**src/sv/wmsq_pkg.sv**
```systemverilog
// ----------------------------------------------------------------------------
// wmsq_pkg
// Shared constants, codes, command/status types and the case fold for the
// streaming wildcard matcher.
// ----------------------------------------------------------------------------
package wmsq_pkg;

  localparam int MAX_PATTERN = 64;
  localparam int MAX_TEXT    = 511;
  localparam int ADDR_W      = $clog2(MAX_PATTERN);
  localparam int POS_W       = $clog2(MAX_PATTERN + 1);
  localparam int CNT_W       = 10;
  localparam int SCORE_W     = 10;
  localparam int STEP_LIMIT  = 2 * MAX_PATTERN + 8;
  localparam int STEP_W      = $clog2(STEP_LIMIT + 2);
  localparam int SCORE_MAX   = (1 << SCORE_W) - 1;

  // input transaction modes
  localparam logic [1:0] MODE_CLEAR  = 2'd0;
  localparam logic [1:0] MODE_APPEND = 2'd1;
  localparam logic [1:0] MODE_TEXT   = 2'd2;
  localparam logic [1:0] MODE_END    = 2'd3;

  // matching phases
  localparam logic [1:0] PH_NORMAL  = 2'd0;
  localparam logic [1:0] PH_SCAN    = 2'd1;
  localparam logic [1:0] PH_DECIDED = 2'd2;
  localparam logic [1:0] PH_FAILED  = 2'd3;

  localparam logic [7:0] CH_BSLASH = 8'h5C;
  localparam logic [7:0] CH_STAR   = 8'h2A;
  localparam logic [7:0] CH_QMARK  = 8'h3F;

  // datapath operations
  localparam logic [3:0] OP_NONE   = 4'd0;
  localparam logic [3:0] OP_CLEAR  = 4'd1;
  localparam logic [3:0] OP_APPEND = 4'd2;
  localparam logic [3:0] OP_END    = 4'd3;
  localparam logic [3:0] OP_TEXT   = 4'd4;
  localparam logic [3:0] OP_CHK    = 4'd5;
  localparam logic [3:0] OP_EV     = 4'd6;
  localparam logic [3:0] OP_QLD    = 4'd7;
  localparam logic [3:0] OP_LIT    = 4'd8;
  localparam logic [3:0] OP_SEV    = 4'd9;

  typedef struct packed {
    logic [3:0] op;
  } cmd_t;

  typedef struct packed {
    logic [1:0] phase;
    logic       step_over;
    logic       pos_ge_len;
    logic       p_qmark;
    logic       p_star;
    logic       p_bslash;
    logic       star_last;
    logic       lit_eq;
    logic       after_star;
    logic       has_fb;
  } sts_t;

  function automatic logic [7:0] fold(input logic [7:0] c);
    logic [7:0] r;
    r = c;
    if (c >= 8'h61 && c <= 8'h7A) r = c - 8'd32;
    return r;
  endfunction

endpackage

```
**src/sv/wmsq_dp.sv**
```systemverilog
// ----------------------------------------------------------------------------
// wmsq_dp
// Pattern memory, match position/fallback registers, counters and the
// result register. Performs one operation per cycle as commanded.
// ----------------------------------------------------------------------------
module wmsq_dp (
  input  logic            clk,
  input  logic            rst_n,
  input  wmsq_pkg::cmd_t  cmd,
  input  logic [7:0]      char_in,
  output wmsq_pkg::sts_t  sts,
  output logic            matched,
  output logic [9:0]      score
);
  import wmsq_pkg::*;

  logic [7:0]         mem [MAX_PATTERN];
  logic [7:0]         rdata_r;

  logic [POS_W-1:0]   len_r, len_nxt;
  logic [POS_W-1:0]   pos_r, pos_nxt;
  logic [POS_W-1:0]   fb_r, fb_nxt;
  logic               has_fb_r, has_fb_nxt;
  logic [CNT_W-1:0]   lit_r, lit_nxt;
  logic [CNT_W-1:0]   saved_r, saved_nxt;
  logic               match_r, match_nxt;
  logic               after_r, after_nxt;
  logic [1:0]         phase_r, phase_nxt;
  logic [SCORE_W-1:0] decided_r, decided_nxt;
  logic [STEP_W-1:0]  steps_r, steps_nxt;
  logic [7:0]         uc_r, uc_nxt;
  logic [7:0]         litp_r, litp_nxt;
  logic               omatch_r, omatch_nxt;
  logic [SCORE_W-1:0] oscore_r, oscore_nxt;

  logic [CNT_W:0]     sum;
  logic [SCORE_W-1:0] calc;
  logic               pos_ge_len;
  logic [POS_W-1:0]   pos_inc;
  logic [POS_W:0]     pos_inc_w;
  logic               star_last;
  logic [7:0]         rd_pat;
  logic [CNT_W-1:0]   lit_inc;
  logic               lit_eq;
  logic               append_ok;
  logic               end_ok;

  always_comb begin
    sum        = {1'b0, lit_r} + {1'b0, saved_r} + {{CNT_W{1'b0}}, 1'b1};
    calc       = (sum > (CNT_W+1)'(SCORE_MAX)) ? SCORE_W'(SCORE_MAX) : sum[SCORE_W-1:0];
    pos_ge_len = (pos_r >= len_r);
    pos_inc    = pos_r + 1'b1;
    pos_inc_w  = {1'b0, pos_r} + 1'b1;
    star_last  = (pos_inc_w >= {1'b0, len_r});
    rd_pat     = pos_ge_len ? 8'h00 : fold(rdata_r);
    lit_inc    = (lit_r < CNT_W'(MAX_TEXT)) ? lit_r + 1'b1 : lit_r;
    lit_eq     = (litp_r == uc_r);
    append_ok  = (char_in != 8'h00) && (len_r < POS_W'(MAX_PATTERN));
    end_ok     = (phase_r == PH_DECIDED) ||
                 ((phase_r != PH_FAILED) && ((phase_r == PH_SCAN) || match_r) && pos_ge_len);
  end

  always_comb begin
    len_nxt     = len_r;
    pos_nxt     = pos_r;
    fb_nxt      = fb_r;
    has_fb_nxt  = has_fb_r;
    lit_nxt     = lit_r;
    saved_nxt   = saved_r;
    match_nxt   = match_r;
    after_nxt   = after_r;
    phase_nxt   = phase_r;
    decided_nxt = decided_r;
    steps_nxt   = steps_r;
    uc_nxt      = uc_r;
    litp_nxt    = litp_r;
    omatch_nxt  = omatch_r;
    oscore_nxt  = oscore_r;

    case (cmd.op)
      OP_CLEAR, OP_APPEND, OP_END: begin
        if (cmd.op == OP_CLEAR) len_nxt = '0;
        if (cmd.op == OP_APPEND && append_ok) len_nxt = len_r + 1'b1;
        if (cmd.op == OP_END) begin
          omatch_nxt = end_ok;
          oscore_nxt = !end_ok ? '0 : (phase_r == PH_DECIDED) ? decided_r : calc;
        end
        // every one of these restarts the text match
        pos_nxt     = '0;
        fb_nxt      = '0;
        has_fb_nxt  = 1'b0;
        lit_nxt     = '0;
        saved_nxt   = '0;
        match_nxt   = 1'b0;
        after_nxt   = 1'b0;
        phase_nxt   = PH_NORMAL;
        decided_nxt = '0;
      end
      OP_TEXT: begin
        uc_nxt    = fold(char_in);
        steps_nxt = '0;
      end
      OP_CHK: begin
        steps_nxt = steps_r + 1'b1;
        if (steps_r >= STEP_W'(STEP_LIMIT) || pos_ge_len) phase_nxt = PH_FAILED;
      end
      OP_EV: begin
        case (rdata_r)
          CH_QMARK:  pos_nxt = pos_inc;
          CH_STAR: begin
            pos_nxt = pos_inc;
            if (star_last) begin
              decided_nxt = calc;
              phase_nxt   = PH_DECIDED;
            end else begin
              after_nxt = 1'b1;
            end
          end
          CH_BSLASH: pos_nxt = pos_inc;
          default:   litp_nxt = fold(rdata_r);
        endcase
      end
      OP_QLD: litp_nxt = rd_pat;
      OP_LIT: begin
        if (after_r) begin
          // first literal after a star opens a new fallback point
          saved_nxt  = lit_r;
          fb_nxt     = pos_r;
          has_fb_nxt = 1'b1;
          if (lit_eq) begin
            after_nxt = 1'b0;
            lit_nxt   = CNT_W'(1);
            match_nxt = 1'b1;
            if (!pos_ge_len) pos_nxt = pos_inc;
          end else begin
            lit_nxt   = '0;
            match_nxt = 1'b0;
            phase_nxt = PH_SCAN;
          end
        end else if (!lit_eq) begin
          if (has_fb_r) begin
            lit_nxt = saved_r;
            pos_nxt = (fb_r != '0) ? fb_r - 1'b1 : '0;
          end else begin
            phase_nxt = PH_FAILED;
          end
        end else begin
          lit_nxt   = lit_inc;
          match_nxt = 1'b1;
          if (!pos_ge_len) pos_nxt = pos_inc;
        end
      end
      OP_SEV: begin
        if (rd_pat == uc_r) begin
          phase_nxt = PH_NORMAL;
          after_nxt = 1'b0;
          lit_nxt   = lit_inc;
          match_nxt = 1'b1;
          if (!pos_ge_len) pos_nxt = pos_inc;
        end
      end
      default: ;
    endcase
  end

  // pattern memory: one write, one registered read at the match position
  always_ff @(posedge clk) begin
    if (cmd.op == OP_APPEND && append_ok) mem[len_r[ADDR_W-1:0]] <= char_in;
    rdata_r <= mem[pos_r[ADDR_W-1:0]];
  end

  always_ff @(posedge clk) begin
    if (!rst_n) begin
      len_r     <= '0;
      pos_r     <= '0;
      fb_r      <= '0;
      has_fb_r  <= 1'b0;
      lit_r     <= '0;
      saved_r   <= '0;
      match_r   <= 1'b0;
      after_r   <= 1'b0;
      phase_r   <= PH_NORMAL;
      decided_r <= '0;
      steps_r   <= '0;
    end else begin
      len_r     <= len_nxt;
      pos_r     <= pos_nxt;
      fb_r      <= fb_nxt;
      has_fb_r  <= has_fb_nxt;
      lit_r     <= lit_nxt;
      saved_r   <= saved_nxt;
      match_r   <= match_nxt;
      after_r   <= after_nxt;
      phase_r   <= phase_nxt;
      decided_r <= decided_nxt;
      steps_r   <= steps_nxt;
    end
  end

  always_ff @(posedge clk) begin
    uc_r     <= uc_nxt;
    litp_r   <= litp_nxt;
    omatch_r <= omatch_nxt;
    oscore_r <= oscore_nxt;
  end

  always_comb begin
    sts.phase      = phase_r;
    sts.step_over  = (steps_r >= STEP_W'(STEP_LIMIT));
    sts.pos_ge_len = pos_ge_len;
    sts.p_qmark    = (rdata_r == CH_QMARK);
    sts.p_star     = (rdata_r == CH_STAR);
    sts.p_bslash   = (rdata_r == CH_BSLASH);
    sts.star_last  = star_last;
    sts.lit_eq     = lit_eq;
    sts.after_star = after_r;
    sts.has_fb     = has_fb_r;
  end

  assign matched = omatch_r;
  assign score   = oscore_r;

endmodule

```
**src/sv/wmsq_ctrl.sv**
```systemverilog
// ----------------------------------------------------------------------------
// wmsq_ctrl
// Sequencer for the matcher: accepts input transactions, walks the pattern
// steps for each text byte and owns the result valid flag.
// ----------------------------------------------------------------------------
module wmsq_ctrl (
  input  logic            clk,
  input  logic            rst_n,
  input  logic            in_valid,
  input  logic [1:0]      in_mode,
  input  logic            char_nz,
  output logic            in_stall,
  output logic            out_valid,
  input  logic            out_stall,
  input  wmsq_pkg::sts_t  sts,
  output wmsq_pkg::cmd_t  cmd
);
  import wmsq_pkg::*;

  localparam logic [2:0] ST_IDLE = 3'd0;
  localparam logic [2:0] ST_CHK  = 3'd1;
  localparam logic [2:0] ST_EV   = 3'd2;
  localparam logic [2:0] ST_QRD  = 3'd3;
  localparam logic [2:0] ST_QLD  = 3'd4;
  localparam logic [2:0] ST_LIT  = 3'd5;
  localparam logic [2:0] ST_SEV  = 3'd6;

  logic [2:0] state_r, state_nxt;
  logic       out_valid_r, out_valid_nxt;
  logic       accept;

  assign in_stall  = (state_r != ST_IDLE) || (out_valid_r && out_stall);
  assign accept    = in_valid && !in_stall;
  assign out_valid = out_valid_r;

  always_comb begin
    out_valid_nxt = out_valid_r;
    if (accept && in_mode == MODE_END) out_valid_nxt = 1'b1;
    else if (!out_stall)               out_valid_nxt = 1'b0;
  end

  always_comb begin
    state_nxt = state_r;
    cmd.op    = OP_NONE;
    case (state_r)
      ST_IDLE: begin
        if (accept) begin
          case (in_mode)
            MODE_CLEAR:  cmd.op = OP_CLEAR;
            MODE_APPEND: cmd.op = OP_APPEND;
            MODE_END:    cmd.op = OP_END;
            MODE_TEXT: begin
              if (char_nz && sts.phase == PH_NORMAL) begin
                cmd.op    = OP_TEXT;
                state_nxt = ST_CHK;
              end else if (char_nz && sts.phase == PH_SCAN) begin
                cmd.op    = OP_TEXT;
                state_nxt = ST_SEV;
              end
            end
            default: ;
          endcase
        end
      end
      ST_CHK: begin
        cmd.op    = OP_CHK;
        state_nxt = (sts.step_over || sts.pos_ge_len) ? ST_IDLE : ST_EV;
      end
      ST_EV: begin
        cmd.op = OP_EV;
        if (sts.p_qmark)       state_nxt = ST_IDLE;
        else if (sts.p_star)   state_nxt = sts.star_last ? ST_IDLE : ST_CHK;
        else if (sts.p_bslash) state_nxt = ST_QRD;
        else                   state_nxt = ST_LIT;
      end
      // wait for the read of the quoted byte
      ST_QRD: state_nxt = ST_QLD;
      ST_QLD: begin
        cmd.op    = OP_QLD;
        state_nxt = ST_LIT;
      end
      ST_LIT: begin
        cmd.op = OP_LIT;
        if (!sts.after_star && !sts.lit_eq && sts.has_fb) state_nxt = ST_CHK;
        else                                              state_nxt = ST_IDLE;
      end
      ST_SEV: begin
        cmd.op    = OP_SEV;
        state_nxt = ST_IDLE;
      end
      default: state_nxt = ST_IDLE;
    endcase
  end

  always_ff @(posedge clk) begin
    if (!rst_n) begin
      state_r     <= ST_IDLE;
      out_valid_r <= 1'b0;
    end else begin
      state_r     <= state_nxt;
      out_valid_r <= out_valid_nxt;
    end
  end

endmodule

```
**src/sv/wildcard_match_star_question_score_top.sv**
```systemverilog
// ----------------------------------------------------------------------------
// wildcard_match_star_question_score_top
// Streaming wildcard matcher: loads a pattern with '*', '?' and quoted
// literals, matches text bytes case-insensitively and reports match/score.
//
//   channel | direction | handshake          | fields
//   --------+-----------+--------------------+------------------------------
//   in_     | input     | in_valid/in_stall  | in_mode[1:0], in_char_in[7:0]
//   out_    | output    | out_valid/out_stall| out_matched, out_score[9:0]
//
// Clear/append and end-of-text are handled in idle alone. A text byte walks
// check, evaluate and literal states (check and evaluate for '?'); '*' repeats
// check/evaluate, a backslash adds quoted read and load, a rewind restarts at
// check; bytes after '*' are scanned, after a decided or failed match ignored.
// A result stays in the output register while out_stall is high; a further
// transaction is taken only once the pending result leaves.
// Synchronous active-low reset; pattern memory contents are not cleared.
// ----------------------------------------------------------------------------
module wildcard_match_star_question_score_top (
  input  logic       clk,
  input  logic       rst_n,
  input  logic       in_valid,
  output logic       in_stall,
  input  logic [1:0] in_mode,
  input  logic [7:0] in_char_in,
  output logic       out_valid,
  input  logic       out_stall,
  output logic       out_matched,
  output logic [9:0] out_score
);
  import wmsq_pkg::*;

  cmd_t cmd;
  sts_t sts;

  wmsq_ctrl u_ctrl (
    .clk       (clk),
    .rst_n     (rst_n),
    .in_valid  (in_valid),
    .in_mode   (in_mode),
    .char_nz   (in_char_in != 8'h00),
    .in_stall  (in_stall),
    .out_valid (out_valid),
    .out_stall (out_stall),
    .sts       (sts),
    .cmd       (cmd)
  );

  wmsq_dp u_dp (
    .clk     (clk),
    .rst_n   (rst_n),
    .cmd     (cmd),
    .char_in (in_char_in),
    .sts     (sts),
    .matched (out_matched),
    .score   (out_score)
  );

endmodule
```
**config.mk**
```make
export PLATFORM = sky130hd
export DESIGN_NAME = wildcard_match_star_question_score_top
export DESIGN_NICKNAME = d
export VERILOG_FILES = /design/src/sv/wmsq_pkg.sv /design/src/sv/wmsq_dp.sv /design/src/sv/wmsq_ctrl.sv /design/src/sv/wildcard_match_star_question_score_top.sv
export SDC_FILE = /design/constraint.sdc
export NUM_CORES = 1
export LEC_CHECK = 0
export ABC_AREA = 1
export BUFFER_PORTS_ARGS = -buffer_cell sky130_fd_sc_hd__clkbuf_2
export CORE_ASPECT_RATIO = 1.1
export CORE_MARGIN = 2
export CORE_UTILIZATION = 43
export CTS_CLUSTER_SIZE = 40
export DETAILED_ROUTE_END_ITERATION = 6
export SYNTH_ARGS = -nofsm -noshare
export SYNTH_HDL_FRONTEND = slang
export SYNTH_SLANG_ARGS = --single-unit
export TNS_END_PERCENT = 30
```
**constraint.sdc**
```tcl
create_clock -name clk -period 6.76 [get_ports clk]
set_clock_uncertainty 0.15 [all_clocks]
set_input_delay 1.014 -clock clk [delete_from_list [all_inputs] [get_ports clk]]
set_output_delay 1.014 -clock clk [all_outputs]
set_load 0.1 [all_outputs]
```
==> results of run 1 <==
==> worst paths after layout <==
kind,cells past startpoint,end,from
min reg2reg,2,u_dp.decided_r[8],u_dp.decided_r[8]
max reg2reg,14,u_dp.decided_r[1],u_dp.pos_r[4]
min,2,u_dp.decided_r[8],u_dp.decided_r[8]
max,14,u_dp.decided_r[1],u_dp.pos_r[4]
==> worst max-delay path: cells and delay by family, from the launching register on <==
family / cells / cell delay (ns)
buffers and inverters: 3 / 1.00
XOR/XNOR: 1 / 0.31
AND/OR/NAND/NOR: 6 / 1.19
adder cells (fa/ha/maj): 1 / 0.19
AO/OA/AOI/OAI: 3 / 0.39
flip-flops: 1 / 1.07
==> sequential cells by signal, indices dropped and copies added (netlist names) <==
| register | count |
|---|---|
| u_dp.steps_r | 8 |
| u_dp.fb_r | 7 |
| u_dp.decided_r | 10 |
| u_dp.mem | 512 |
| u_dp.match_r | 1 |
| u_dp.after_r | 1 |
| u_dp.pos_r | 7 |
| u_dp.rdata_r | 8 |
| u_dp.len_r | 7 |
| u_dp.has_fb_r | 1 |
| u_ctrl.state_r | 3 |
| u_dp.saved_r | 10 |
| u_ctrl.out_valid | 1 |
| u_dp.lit_r | 10 |
| u_dp.litp_r | 8 |
| u_dp.matched | 1 |
| u_dp.phase_r | 2 |
| u_dp.score | 10 |
| u_dp.uc_r | 8 |
==> metal layers <==
| layer | routed length, um | up-vias |
|---|---|---|
| met5 | 0 | - |
| met4 | 2410 | 0 |
| met3 | 4530 | 136 |
| met2 | 33700 | 713 |
| met1 | 29100 | 8810 |
| li1 | - | 8336 |
==> cell type report <==
type / count / area, um^2
clock buffers: 78 / 1770
clock inverters: 36 / 367
fillers: 5330 / 31500
inverters: 140 / 531
multi-input cells: 1402 / 7560
flip-flops and latches: 615 / 17700
well taps: 824 / 1030
repair buffers: 50 / 310
==> synth_stat cells (14+ instances only) <==
library cell  instances  area (um^2)
nor3_1               15         75.1
nand3_1             107          536
nand4_1              25          156
a21oi_1             329         1650
dfxtp_1              76         1520
o221ai_1            131         1150
buf_1                15         56.3
clkbuf_1             89          334
nand2_1             396         1490
ha_1                 37          463
xnor2_1              14          123
inv_1               129          484
xor2_1               15          131
nor2_1              144          541
edfxtp_1            539        16200
o21ai_0             107          536
==> per-stage QoR <==
| stage | instances | util | power [mW] | setup WS [ns] | hold slack, ns |
|---|---|---|---|---|---|
| after floorplan | 2276 | - | 6.26 | 3.60 | 0.278 |
| after global placement | 3031 | 0.447 | 6.98 | 1.93 | 0.294 |
| after detailed placement | 3031 | 0.447 | 7.00 | 1.84 | 0.299 |
| after CTS | 3145 | 0.482 | 10.6 | 2.45 | 0.308 |
| after global routing | 3145 | 0.482 | 11.0 | 2.09 | 0.323 |
| final | 3145 | 0.482 | 10.5 | 2.35 | 0.306 |
==> cells by family after synthesis <==
family                   count (synthesis)
AND/OR/NAND/NOR                        736
flip-flops                             615
AO/OA/AOI/OAI                          598
buffers and inverters                  259
adder cells (fa/ha/maj)                 38
XOR/XNOR                                29
multiplexers                             1
==> power by group through the flow <==
stage | Clock (mW) | Combinational, mW | Sequential (mW)
after detailed placement | 0 | 2.52 | 4.48
after CTS | 3.64 | 2.53 | 4.40
after global routing | 3.77 | 2.82 | 4.42
final | 3.56 | 2.55 | 4.40
after global placement | 0 | 2.50 | 4.48
after floorplan | 0 | 1.80 | 4.45
==> run metrics, run 1 <==
status=finished, final reports clean; Gates resized, CTS repair=0; most frequent cells in the layout=edfxtp_1 (539), nand2_1 (394), a21oi_1 (329); core area=0.0607 mm^2; Pleak=10.1 nW; final WL=69800 um; TritonCTS Sinks=615; Seq pwr share=0.418; switching power=3.41 mW; Critical Path RT=7.11 ns; Synth Register Bits=615; R2R Setup Slk=2.35 ns; Overall Global Routing Usage=0.222; Mapped Area=0.0263 mm^2; Via density=5.72; hold_buf cts=0; Synth Area per Inst=11.5 um^2; Syn Inst Count=2276; Post-Synth Adder-Cell Area=0.0184; ys flop type=edfxtp_1; CTS Root Cell=clkbuf_16; Combinational Power Share=0.243; crit path kind=flip-flop to flip-flop; Pre-Repair DR Iteration Count=7; Clock Power Share=0.339; CP startpoint kind=flip-flop; Port Buffers=26; die area=0.0631 mm^2; post-synthesis sequential area ratio=0.674; crit path DAT=4.76 ns; clock-pin slew on the worst setup and hold paths=0.06 ns; initial antenna violation count=0; P&R area growth vs syn=11.4%; Starting Density=0.433; I/O pin cnt=27; Crit Path Max Fanout=22; final setup fails=0; complex-gate fraction of the synthesized area=0.135; sw frac=0.324; met2 Track Usage GR=0.366; Tmin final=4.41 ns; Int Pwr=7.11 mW; vias in the first global route=17600; clock buffer depth=3; final hold violation count=0; Final Max Slew Viols=0; xor and xnor area share after synthesis=0.00966; warnings from Yosys=0; latest clock arrival within the worst-skew pair=0.59 ns; critical path's slowest cell=dfxtp_1; placed inst area=0.0271 mm^2; max_slew headroom=0.240; mux cell area share after synthesis=0.000381; Final HPWL DP=42500 um; layout cells sized above 1=0.0900; global-route wire length before repair=105000 um; post-CTS setup buffer count=0; GR peak layer=met2; Synthesized Nets=2328; period utilisation layout=0.652; TritonCTS clock tree=yes; Chip Width=240 um; most common cell after layout, fill and taps aside=edfxtp_1; FP Rows=95; residual DRC count=0; Crit path top cell by count=inv_1; initial drt markers=1681; met3 usage=0.0343; PwrDens=359 mW/mm^2; antenna-violating nets left=0; EDFF count, synth=539; grt ovf=0; TNS Setup=0 ns; Worst-Margin Slew=1.14 ns; slowest stage delay, CP=1.07 ns; wire per inst=22.2 um; largest family of logic cells by synthesized area=compound AO/OA/AOI/OAI gates; ant diodes=0; fmax=0.227 GHz; H-tree lvl count=3; Die H=263 um; simple logic cell fraction of the synthesized area=0.123; CP Capture Type=flip-flop; met1 Track Usage GR=0.292; ys async rst share=0; nets@finish=2327; Min-Delay Path Class=flip-flop to flip-flop; VDD IR max=0.000219 V; max-cap violations=0; via count=18000; TritonCTS Buffers=66; fin area=0.0293 mm^2; GPL Wtd Cong=0.864; library cells used by synthesis=42; worst path cell trace=clkinv_1 > nor3_1 > xor2_1 > ha_1 > inv_1 > nor2_1 > o21ai_0 > nand2_1 > inv_1 > nand3_1 > nand2_2 > nor2_4 > o21ai_1 > a21oi_1; RSZ-0062 raised after global routing=no; largest net degree at the start of global routing=97
Note: power is estimated with default switching activity, not from simulation.
==> run 2: changes to the inputs <==
--- a/config.mk
+++ b/config.mk
@@ -5,7 +5,7 @@
 export SDC_FILE = /design/constraint.sdc
 export NUM_CORES = 1
 export LEC_CHECK = 0
-export ABC_AREA = 1
+export ABC_AREA = 0
 export BUFFER_PORTS_ARGS = -buffer_cell sky130_fd_sc_hd__clkbuf_2
 export CORE_ASPECT_RATIO = 1.1
 export CORE_MARGIN = 2
==> constraint.sdc (replaced) <==
create_clock -name clk -period 4.3 [get_ports clk]
set_clock_uncertainty 0.15 [all_clocks]
set_input_delay 0.645 -clock clk [delete_from_list [all_inputs] [get_ports clk]]
set_output_delay 0.645 -clock clk [all_outputs]
set_load 0.1 [all_outputs]
==> run 2 against run 1 <==
  * Count of clock-buffer cells in the layout increased by 8
  * Combinational power decreased by 35%
  * Die area decreased by 0.96%
  * Via count decreased by 18%
  * Register-to-register slack got worse by 1.6 ns
  * Final cell count decreased by 20%
  * Sequential power increased by 51%
  * Hold slack got worse by 0.11 ns
  * Critical path depth decreased by 2
  * Critical endpoint is now u_dp.phase_r[1]
==> run metrics, run 2 <==
most frequent cells in the layout=edfxtp_1 (539), mux4_2 (168), nor2_1 (132); crit path DAT=3.82 ns; Synth Area per Inst=16.7 um^2; top cell type's share of synthesized area=0.622; FP Rows=94; r2r startpoint=u_dp.pos_r[0]; Synth area leaders=edfxtp_1 (62%), mux4_2 (15%), dfxtp_1 (5.8%), nor2_1 (1.9%), ha_1 (1.8%); hold depth=3; PwrDens=464 mW/mm^2; grt ovf=0; TritonCTS Sinks=615; Gates resized, CTS repair=0; vias in the first global route=15000; Min-Delay Path Class=primary input to flip-flop; residual DRC count=0; final hold violation count=0; fin area=0.0299 mm^2; initial drt markers=1211; R2R Path End=u_dp.phase_r[1]; final setup fails=0; synth cell count leaders=edfxtp_1 (539), mux4_2 (168), nor2_1 (132); Hold Path End=u_ctrl.out_valid; Synthesized Nets=1607; ys async rst share=0; CP Capture Type=flip-flop; EDFF count, synth=539; P&R area growth vs syn=14.9%; RSZ-0062 raised after global routing=no; crit path kind=flip-flop to flip-flop; cell taking the most area after synthesis=edfxtp_1; Pre-Repair DR Iteration Count=6; most frequent cell after synthesis=edfxtp_1; die area=0.0625 mm^2; wire per inst=24.7 um; core area=0.0599 mm^2; antenna-violating nets left=0; Worst-Margin Slew=1.12 ns; Largest register FFs=512; Syn Inst Count=1555; Port Buffers=26; Starting Density=0.435; ant diodes=0; clock buffer depth=3; Chip Width=239 um; status=finished, final reports clean; Final Max Slew Viols=0; global-route wire length before repair=94500 um; initial antenna violation count=1; Mapped Area=0.0260 mm^2; fillers=4967; Overall Global Routing Usage=0.204; most common cell after layout, fill and taps aside=edfxtp_1; placed insts=2401; H-tree lvl count=3; largest net degree at the start of global routing=106; final WL=62200 um; Via density=5.83; nets@finish=1754; TritonCTS Buffers=67; I/O pin cnt=27; GPL Wtd Cong=0.913; Final HPWL DP=40600 um; TNS Setup=0 ns; Power Total=13.9 mW; fmax=0.284 GHz; period utilisation layout=0.819; TritonCTS clock tree=yes; Synth Register Bits=615; max_slew headroom=0.253; latest clock arrival within the worst-skew pair=0.60 ns; library cells used by synthesis=83; Pleak=9.63 nW; max-cap violations=0; layout cells sized above 1=0.254; post-synthesis sequential area ratio=0.680; ys flop type=edfxtp_1; via count=14700; hold_buf cts=0; CTS Root Cell=clkbuf_16; Min-Delay Startpoint=out_stall; R2R Setup Slk=0.78 ns; Tmin final=3.52 ns; Finished Layout Cells=2520; worst r2r path cells=12; post-CTS setup buffer count=0; CP startpoint kind=flip-flop; Critical Path RT=4.60 ns; Crit Path Max Fanout=29; clock-pin slew on the worst setup and hold paths=0.06 ns; Die H=262 um; VDD IR max=0.000310 V; placed inst area=0.0278 mm^2; warnings from Yosys=0
[run 2: changes by cell type in the layout (fill, tap and decap cells not counted), sizes merged, moves of 62 or more]
cell,change
a21oi,-259
buf,+103
inv,-107
mux4,+168
nand2,-330
nand3,-62
o21ai,-69
o221ai,-129
[run 2: kinds of logic (layout without fill, tap and decap cells)]
logic type | count (synthesis) | in the layout | share of synthesized area
adders and majority gates | 38 | 38 | 0.0186
and+or+nand+nor | 380 | 380 | 0.0705
buffers and inverters | 107 | 304 | 0.0179
xor gates and xnor gates | 38 | 38 | 0.0128
DFF | 615 | 615 | 0.680
AOI/OAI and AO/OA | 204 | 204 | 0.0526
muxes | 173 | 173 | 0.147
[run 2: how the worst max path moves through the flow]
stage / startpoint / endpoint / slack (ns) / cells past startpoint
2_1_floorplan: u_ctrl.out_valid / u_dp.mem[62][0] / 0.24 / 7
3_3_place_gp: in_char_in[6] / u_dp.decided_r[3] / 0.52 / 11
3_5_place_dp: in_char_in[6] / u_dp.mem[26][1] / 0.50 / 11
4_1_cts: u_dp.pos_r[0] / u_dp.phase_r[1] / 0.74 / 12
5_1_grt: u_dp.pos_r[0] / u_dp.phase_r[1] / 0.40 / 12
6_report: u_dp.pos_r[0] / u_dp.phase_r[1] / 0.78 / 12
[run 2: layout make-up]
| cell class | instances | area, um^2 | area share |
|---|---|---|---|
| flip-flops and latches | 615 | 17700 | 0.592 |
| multi-input cells | 833 | 7860 | 0.263 |
| clock buffers | 86 | 1800 | 0.0602 |
| repair buffers | 153 | 1120 | 0.0375 |
| well taps | 768 | 961 | 0.0321 |
| clock inverters | 33 | 325 | 0.0109 |
| inverters | 32 | 120 | 0.00402 |
[run 2: report_power, final]
| part | switching (mW) | internal, mW | leakage, nW | total, mW |
|---|---|---|---|---|
| registers | 0.107 | 6.55 | 5.47 | 6.66 |
| logic | 0.916 | 0.741 | 3.14 | 1.66 |
| clock network | 2.29 | 3.27 | 1.02 | 5.56 |
[run 2: worst max-delay path: stages (launching register included)]
cell and delay (ns):
dfxtp_4 0.36, buf_4 0.47, nand3_1 0.25, nor2_1 0.30
xnor2_1 0.17, ha_1 0.27, a21oi_1 0.16, nor2b_1 0.08
o41a_1 0.44, o22a_1 0.23, o221ai_1 0.28, a311o_2 0.16
a21oi_1 0.06
[run 2: through the flow]
stage	hold WS [ns]	worst slack, ns	util
3_3_place_gp	0.301	0.523	0.464
4_1_cts	0.157	0.736	0.500
5_1_grt	0.201	0.397	0.500
6_report	0.192	0.777	0.500
2_1_floorplan	0.294	0.238	-
3_5_place_dp	0.312	0.496	0.464
[run 2: layer usage]
layer  up-vias  share of wire  GRT usage  routed length, um
li1       6512              -          -                  -
met4         0          0.021     0.0571               1300
met1      7673           0.42      0.266              25900
met3        80          0.056     0.0383               3490
met2       417           0.51      0.353              31600
met5         -              0          0                  0
==> run 3: changes to the inputs <==
--- a/config.mk
+++ b/config.mk
@@ -5,7 +5,7 @@
 export SDC_FILE = /design/constraint.sdc
 export NUM_CORES = 1
 export LEC_CHECK = 0
-export ABC_AREA = 0
+export ABC_AREA = 1
 export BUFFER_PORTS_ARGS = -buffer_cell sky130_fd_sc_hd__clkbuf_2
 export CORE_ASPECT_RATIO = 1.1
 export CORE_MARGIN = 2
==> constraint.sdc (replaced) <==
create_clock -name clk -period 3.3 [get_ports clk]
set_clock_uncertainty 0.15 [all_clocks]
set_input_delay 0.495 -clock clk [delete_from_list [all_inputs] [get_ports clk]]
set_output_delay 0.495 -clock clk [all_outputs]
set_load 0.1 [all_outputs]
==> run 3 against run 2 <==
  * Sequential power grew 35%
  * Critical path type unchanged
  * Hold slack lost 0.15 ns
  * Largest power group unchanged
  * Final area grew 2.3%
  * Critical endpoint is now u_dp.rdata_r[2]
  * Largest cell class unchanged
  * First-iteration DRC count grew 48%
  * Die area grew 0.97%
  * Flip-flop and latch count is the same
==> run metrics, run 3 (synthesized netlist as in run 1, its figures left out) <==
final setup fails=0; global-route wire length before repair=108000 um; Worst-Margin Slew=1.13 ns; fmax=0.316 GHz; Final Max Slew Viols=0; CTS Root Cell=clkbuf_16; Chip Width=240 um; Die H=263 um; Critical Path RT=3.63 ns; Hold Path End=u_ctrl.out_valid; Tmin final=3.16 ns; VDD IR max=0.000455 V; R2R Setup Slk=0.14 ns; r2r startpoint=u_dp.pos_r[0]; Largest register FFs=512; period utilisation layout=0.958; CP startpoint kind=flip-flop; crit path kind=flip-flop to flip-flop; H-tree lvl count=3; antenna-violating nets left=0; Pre-Repair DR Iteration Count=6; wire per inst=21.3 um; final worst slack=0.140 ns; status=finished, final reports clean; FP Rows=95; Post-Place Worst Slack=0.227 ns; Pleak=10.9 nW; max_slew headroom=0.248; vias in the first global route=18200; critical path's slowest cell=o21ai_0; hold_buf cts=0; met2 Track Usage GR=0.369; final WL=70400 um; met1 Track Usage GR=0.298; GR peak layer=met2; worst r2r path cells=11; P&R area growth vs syn=16.4%; initial drt markers=1793; Min-Delay Startpoint=in_valid; latest clock arrival within the worst-skew pair=0.61 ns; most frequent cells in the layout=edfxtp_1 (539), nand2_1 (394), a21oi_1 (329); R2R Path End=u_dp.rdata_r[2]; TritonCTS Sinks=615; residual DRC count=0; crit path DAT=3.49 ns; Crit path top cell by count=nand3_1; hold depth=3; Final HPWL DP=42300 um; met3 usage=0.0328; worst path cell trace=inv_4 > buf_16 > nand2_4 > buf_12 > buf_4 > o221ai_1 > a21oi_1 > o21ai_0 > nand3_1 > nand3_1 > nand2_1; die area=0.0631 mm^2; core area=0.0607 mm^2; clock-pin slew on the worst setup and hold paths=0.06 ns; CP Capture Type=flip-flop; GPL Wtd Cong=0.924; final hold violation count=0; Port Buffers=26; PwrDens=729 mW/mm^2; placed inst area=0.0283 mm^2; grt ovf=0; via count=18500; Min-Delay Path Class=primary input to flip-flop; most common cell after layout, fill and taps aside=edfxtp_1; Overall Global Routing Usage=0.224; fin util=0.504; layout cells sized above 1=0.147; Crit Path Max Fanout=131; Via density=5.60; clock buffer depth=3; slowest stage delay, CP=0.44 ns; TritonCTS Buffers=67; Starting Density=0.433; ant diodes=0; nets@finish=2476; fin area=0.0306 mm^2; max-cap violations=0; I/O pin cnt=27; largest net degree at the start of global routing=132; initial antenna violation count=0; TritonCTS clock tree=yes
run 3: final cells by class:
type / count / area (um^2)
Fill cell: 5276 / 30100
Sequential cell: 615 / 17700
Multi-Input combinational cell: 1404 / 7580
Clock buffer: 85 / 1820
Timing Repair Buffer: 196 / 1500
Tap cell: 824 / 1030
Inverter: 140 / 533
Clock inverter: 38 / 430
run 3: per-stage QoR:
stage,TNS [ns],power [mW],hold WS [ns],cells
floorplan,0,12.8,0.278,2276
CTS,0,22.4,0.00976,3294
global placement,0,14.7,0.294,3171
finish,0,22.3,0.0426,3302
detailed placement,0,14.8,0.304,3171
global route,-0.00443,23.3,0.0804,3302
run 3: per-layer routing:
layer,up-vias,share of wire
met1,9093,0.43
met5,-,0
met3,131,0.058
li1,8634,-
met4,0,0.032
met2,626,0.48
run 3: report_power, final:
group          internal (mW)  total, mW  switching, mW
clock network           4.56       7.65           3.08
registers               8.72       8.96          0.239
logic                   1.75       5.72           3.96
run 3: how the worst max path moves through the flow:
stage | from | endpoint | slack, ns | cells after the start
final | u_dp.pos_r[0] | u_dp.rdata_r[2] | 0.14 | 11
after global routing | u_dp.len_r[5] | u_dp.pos_r[3] | -0.004 | 16
after floorplan | u_ctrl.out_valid | u_dp.matched | 0.14 | 8
after CTS | u_dp.pos_r[3] | u_dp.decided_r[1] | 0.22 | 14
after detailed placement | u_dp.pos_r[3] | u_dp.decided_r[1] | 0.23 | 14
after global placement | u_dp.pos_r[0] | u_dp.rdata_r[1] | 0.27 | 11
run 3: critical path, delay by kind of cell (launching register included):
kind                   cells  cell delay, ns
AOI/OAI and AO/OA          3            0.69
and+or+nand+nor            4            0.61
buffers and inverters      4            1.01
DFF                        1            0.39
run 3: repair_timing:
action | 4_1_cts | 5_1_grt
buffers inserted | 0 | 6
endpoints found under the setup margin | 0 | 26
gates resized for setup | 0 | 4
